--- src/rtl/text_console_writer_core_assert.svh ---
// ----------------------------------------------------------------------------
// Text console writer assertion macros
// Shared concurrent assertion forms for the console writer RTL.
// ----------------------------------------------------------------------------
`ifndef TEXT_CONSOLE_WRITER_CORE_ASSERT_SVH
`define TEXT_CONSOLE_WRITER_CORE_ASSERT_SVH

// The consequent must hold in the same cycle as the antecedent.
`define TCW_ASSERT_IMP(NAME, CLK, RSTN, ANT, CON, MSG) \
    NAME: assert property (@(posedge CLK) disable iff (!RSTN) (ANT) |-> (CON)) \
        else $error(MSG);

// The consequent must hold in the cycle after the antecedent.
`define TCW_ASSERT_NXT(NAME, CLK, RSTN, ANT, CON, MSG) \
    NAME: assert property (@(posedge CLK) disable iff (!RSTN) (ANT) |=> (CON)) \
        else $error(MSG);

`endif

--- src/rtl/tcw_add_cmp.sv ---
// ----------------------------------------------------------------------------
// Shared add and compare unit
// Adds two operands and tells whether the sum lies below a limit.
// ----------------------------------------------------------------------------
module tcw_add_cmp #(
    parameter int W = 13
) (
    input  logic [W-1:0] i_a,
    input  logic [W-1:0] i_b,
    input  logic [W-1:0] i_lim,
    output logic [W-1:0] o_sum,
    output logic         o_lt
);

    assign o_sum = i_a + i_b;
    assign o_lt  = (o_sum < i_lim);

endmodule

--- config.mk ---
export PLATFORM = sky130hd
export DESIGN_NAME = tcw_add_cmp
export DESIGN_NICKNAME = d
export VERILOG_FILES = /design/src/rtl/text_console_writer_core_assert.svh /design/src/rtl/tcw_add_cmp.sv
export SDC_FILE = /design/constraint.sdc
export NUM_CORES = 1
export LEC_CHECK = 0
export ABC_CLOCK_PERIOD_IN_PS = 2600
export BUFFER_PORTS_ARGS = -buffer_cell sky130_fd_sc_hd__buf_4
export CORE_MARGIN = 2
export CORE_UTILIZATION = 46
export DETAILED_ROUTE_END_ITERATION = 10
export GPL_TIMING_DRIVEN = 0
export PLACE_DENSITY = 0.94
export SLEW_MARGIN = 20
export SYNTH_ARGS = -nofsm -noshare
export SYNTH_HDL_FRONTEND = slang
export SYNTH_SLANG_ARGS = --single-unit
--- constraint.sdc ---
create_clock -name vclk -period 2.6
set_clock_uncertainty 0.1 [all_clocks]
set_input_delay 0.13 -clock vclk [all_inputs]
set_output_delay 0.13 -clock vclk [all_outputs]
set_load 0.01 [all_outputs]
======== Word level (Yosys, flattened, before mapping) ========
Index checks and enable logic that the tools add are counted.
storage, ports and cells
  output and inout bits ................... 14
  bits of input ports ..................... 39
  register bits ........................... 0
  logic and storage cells ................. 2
operators by class
  add/subtract/negate cells ............... 1
  $lt $le $gt $ge ......................... 1
operators by type and width
  cell                         count
  adder 13 bit                 1
  less-than comparator 13 bit  1

======== Depth between registers and ports, before layout ========
  depth after elaboration ................. 2
  mapped depth ............................ 13
  mapped depth without buffers ............ 13

======== Least setup slack after synthesis ========
OpenSTA, ideal clock, no wires.
  path type ............................... input to output
  start point ............................. input port i_a[0]
  end point ............................... output port o_lt
  data arrival time ....................... 2551 ps
  stages on the path ...................... 13
  required time ........................... 2370 ps
  path buffers ............................ 0
  setup slack ............................. -181 ps
  cell sequence ........................... ha_1 -> inv_1 -> fa_1 -> nand2b_1 -> a21oi_1 -> nor2_1 -> xnor2_1 -> ha_1 -> a21o_1 -> a21o_1 -> a21oi_1 -> o21ai_0 -> a211oi_1
on the way
  cells in the longest elaborated chain, start to end .. 2
RTL lines
  item                         RTL line           source
  start, declared              tcw_add_cmp.sv:8   input logic [W-1:0] i_a,
  adder 13 bit                 tcw_add_cmp.sv:15  assign o_sum = i_a + i_b;
  via o_sum[6]                 tcw_add_cmp.sv:11  output logic [W-1:0] o_sum,
  less-than comparator 13 bit  tcw_add_cmp.sv:16  assign o_lt = (o_sum < i_lim);
  end, declared                tcw_add_cmp.sv:12  output logic o_lt
The timed path passes the listed nets, and every way through them passes these cells.

======== Worst setup path in the final report ========
  start point ............................. input port i_b[0]
  end point ............................... output port o_lt
on the way
  cells in the longest elaborated chain, start to end .. 2
RTL lines
  item                         RTL line           source
  start, declared              tcw_add_cmp.sv:9   input logic [W-1:0] i_b,
  adder 13 bit                 tcw_add_cmp.sv:15
  less-than comparator 13 bit  tcw_add_cmp.sv:16
Every way passes these cells.

==> metrics.md <==
| Metric | Value |
|---|---|
| Die width | `47.4 µm` |
| Main combinational cell family by area after synthesis | `adder cells` |
| Synth Net Count | `approximately 180` |
| HPWL Detailed | `around 2.2 mm` |
| Hold Path Class | `in2out` |
| Clock Power Share | `0` |
| Fin area | `roughly 1500 µm²` |
| CP Class | `in2out` |
| Final period util | `1.10` |
| Seq Cell Count | `0` |
| Compound-cell area share of the yosys netlist | `0.250` |
| Final core utilization | `0.858` |
| Routability cong. | `around 0.84` |
| Final #Nets | `about 250` |
| Initial DRT Pass Iterations | `4` |
| Top cells by area, synth | `ha_1 (35%), inv_1 (7.8%), xnor2_1 (7.1%)` |
| GR met1 Demand/Resource | `0.270` |
| Pin count of the biggest net entering global routing | `9` |
| Wire length per cell | `roughly 17 µm` |
| Post-Route Setup TNS | `-0.269 ns` |
| Switch share | `0.485` |
| DR vias | `approximately 1.2k` |
| Mux cell area share after synthesis | `0.0115` |
| Ports | `53` |
| Yosys Warn Count | `0` |
| Area after DPL | `between 1000 and 1500 µm²` |
| Vias in the first global route | `approximately 1.1k` |
| Post-Syn Area | `~870 µm²` |
| Busiest layer in global routing | `met2` |
| Lkg Pwr | `about 0.8 nW` |
| CP Cell Sequence | `buf_6 > ha_4 > inv_2 > fa_2 > nand2b_4 > a21oi_4 > o21ai_0 > nand3b_1 > xor2_2 > ha_1 > a21o_1 > a21oi_1 > nor2b_1 > a211oi_2 > buf_4` |
| Worst slew margin | `0.770` |
| Drc violations | `0` |
| M3 GR Usage | `0.0151` |
| Multi-input gate area in the final layout | `just over 900 µm²` |
| Diode count | `0` |
| Layout cells sized above 1 | `0.451` |
| Sequential group share of total power | `0` |
| Final Hold Fails | `0` |
| Core Box Area | `about 1700 µm²` |
| Vias per cell | `roughly 5.7` |
| DRT iter0 DRCs | `46` |
| Antenna Violating Nets Remaining | `0` |
| Synth Area in Adders | `0.369` |
| Max-slew violation count | `0` |
| Combinational group share of total power | `1.000` |
| Die Y | `approximately 47 µm` |
| Switch Pwr | `0.241 mW` |
| RSZ-0062 raised after global routing | `yes` |
| Slew @ Worst Pin | `0.343 ns` |
| Top cell type's share of synthesized area | `0.346` |
| Seq/Total Area, Yosys | `0` |
| Synth Area per Inst | `about 7.3 µm²` |
| M2 GR Usage | `0.508` |
| Number of antenna violations at the first check in global routing | `0` |
| Number of port buffers | `53` |
| Max VDD drop | `about 0.17 mV` |
| Synth area leader | `ha_1` |
| Total global-route track usage | `0.254` |
| Cell Int Power | `about 0.26 mW` |
| CP required | `2.37 ns` |
| Max-cap violations | `0` |
| DIE AREA | `approximately 2200 µm²` |
| Max FO, Critical Path | `2` |
| Syn Inst Count | `approximately 120` |
| Worst setup EP type | `output pin` |
| Final WL | `around 3.5 mm` |
| Synth cell types | `27` |
| Cell Rows | `15` |
| Simple-Gate Fraction of Synth Area | `0.192` |
| P per Cell Area | `~330 nW/µm²` |
| Slowest-stage cell, CP | `fa_2` |
| Largest stage delay, worst path | `about 0.37 ns` |
| Area growth syn-to-layout | `72.7%` |
| Crit path DAT | `approximately 2.6 ns` |
| Outcome | `finished, violations left` |
| Final setup viols | `1` |
| Failing checks | `setup timing` |
| Startpoint types | `input port` |
| Final worst slack | `-0.269 ns` |
| FMAX | `around 0.35 GHz` |
| Layout fillers | `~110` |
| Sequential cell area | `0 µm²` |
| Initial core utilization | `0.497` |
| Clock Buffer Count | `0` |
| Period minus WS final | `around 2.9 ns` |
| Post-synthesis xor/xnor area fraction | `0.0909` |
| First-pass GRT wire length | `4.17 mm` |
| Grt ovf | `0` |
[per-layer routing]
layer / vias to the layer above / part of all wire
met2: 68 / 0.54
met3: 11 / 0.047
li1: 556 / -
met1: 552 / 0.39
met5: - / 0
met4: 0 / 0.023
[path summary, 6_finish.rpt]
path / start / endpoint / slack [ns] / depth (start not counted)
worst max-delay path: i_b[0] / o_lt / -0.27 / 15
worst min-delay path: i_a[0] / o_sum[0] / 0.46 / 3
[per-stage QoR]
step	total power, mW	hold slack [ns]	instances	setup WS, ns
floorplan	0.234	0.315	119	0.0127
global placement	0.374	0.479	197	-0.223
detailed placement	0.395	0.483	197	-0.340
CTS	0.424	0.487	199	-0.121
global route	0.530	0.479	207	-0.307
finish	0.498	0.457	207	-0.269
[worst max-delay path: cells and delay by family]
kind	cells	cell delay, ns
simple gates	3	0.41
compound gates	5	0.85
buf+inv	3	0.27
xor+xnor	1	0.19
fa+ha+maj	3	0.77
[repair_timing]
item | 4_1_cts | 5_1_grt
hold buffers | 0 | 0
gates resized for setup | 11 | 10
pin swaps | 5 | 14
setup buffers | 2 | 8
endpoints found under the hold margin | 0 | 0
setup endpoints to repair | 1 | 1
[synth_stat cells, types with 3 or more instances]
| cell type | count |
|---|---|
| xnor2_1 | 7 |
| a31oi_1 | 3 |
| or4_1 | 3 |
| nor2b_1 | 3 |
| nand2_1 | 5 |
| a21oi_1 | 11 |
| nor2_1 | 7 |
| nand2b_1 | 3 |
| o21ai_0 | 6 |
| ha_1 | 24 |
| inv_1 | 18 |
| nand4_1 | 3 |
| a21o_1 | 7 |
[power by group through the flow]
stage | logic [mW] | clock network [mW] | registers (mW)
floorplan | 0.234 | 0 | 0
detailed placement | 0.395 | 0 | 0
global route | 0.530 | 0 | 0
finish | 0.498 | 0 | 0
global placement | 0.374 | 0 | 0
CTS | 0.424 | 0 | 0
[final cells by class]
cell class,instances,share of cell area
repair buffers,63,0.323
plain buffers,1,0.00501
multi-input cells,100,0.606
inverters,18,0.0451
well taps,25,0.0209
[kinds of logic (layout without fill, tap and decap cells)]
family	count (synthesis)	after routing
AOI/OAI and AO/OA	34	34
xor gates and xnor gates	9	9
and+or+nand+nor	31	31
muxes	1	1
buffers and inverters	19	82
adders and majority gates	25	25
[layout by cell type, fill, tap and decap left out, types with 4 or more instances in the layout]
cell type,Yosys,layout
buf_4,1,61
inv_1,18,17
xnor2_1,7,6
nor2_1,7,6
a21oi_1,11,9
nand2_1,5,5
o21ai_0,6,4
a21o_1,7,7
ha_1,24,21
(Power assumes the default switching activity.)
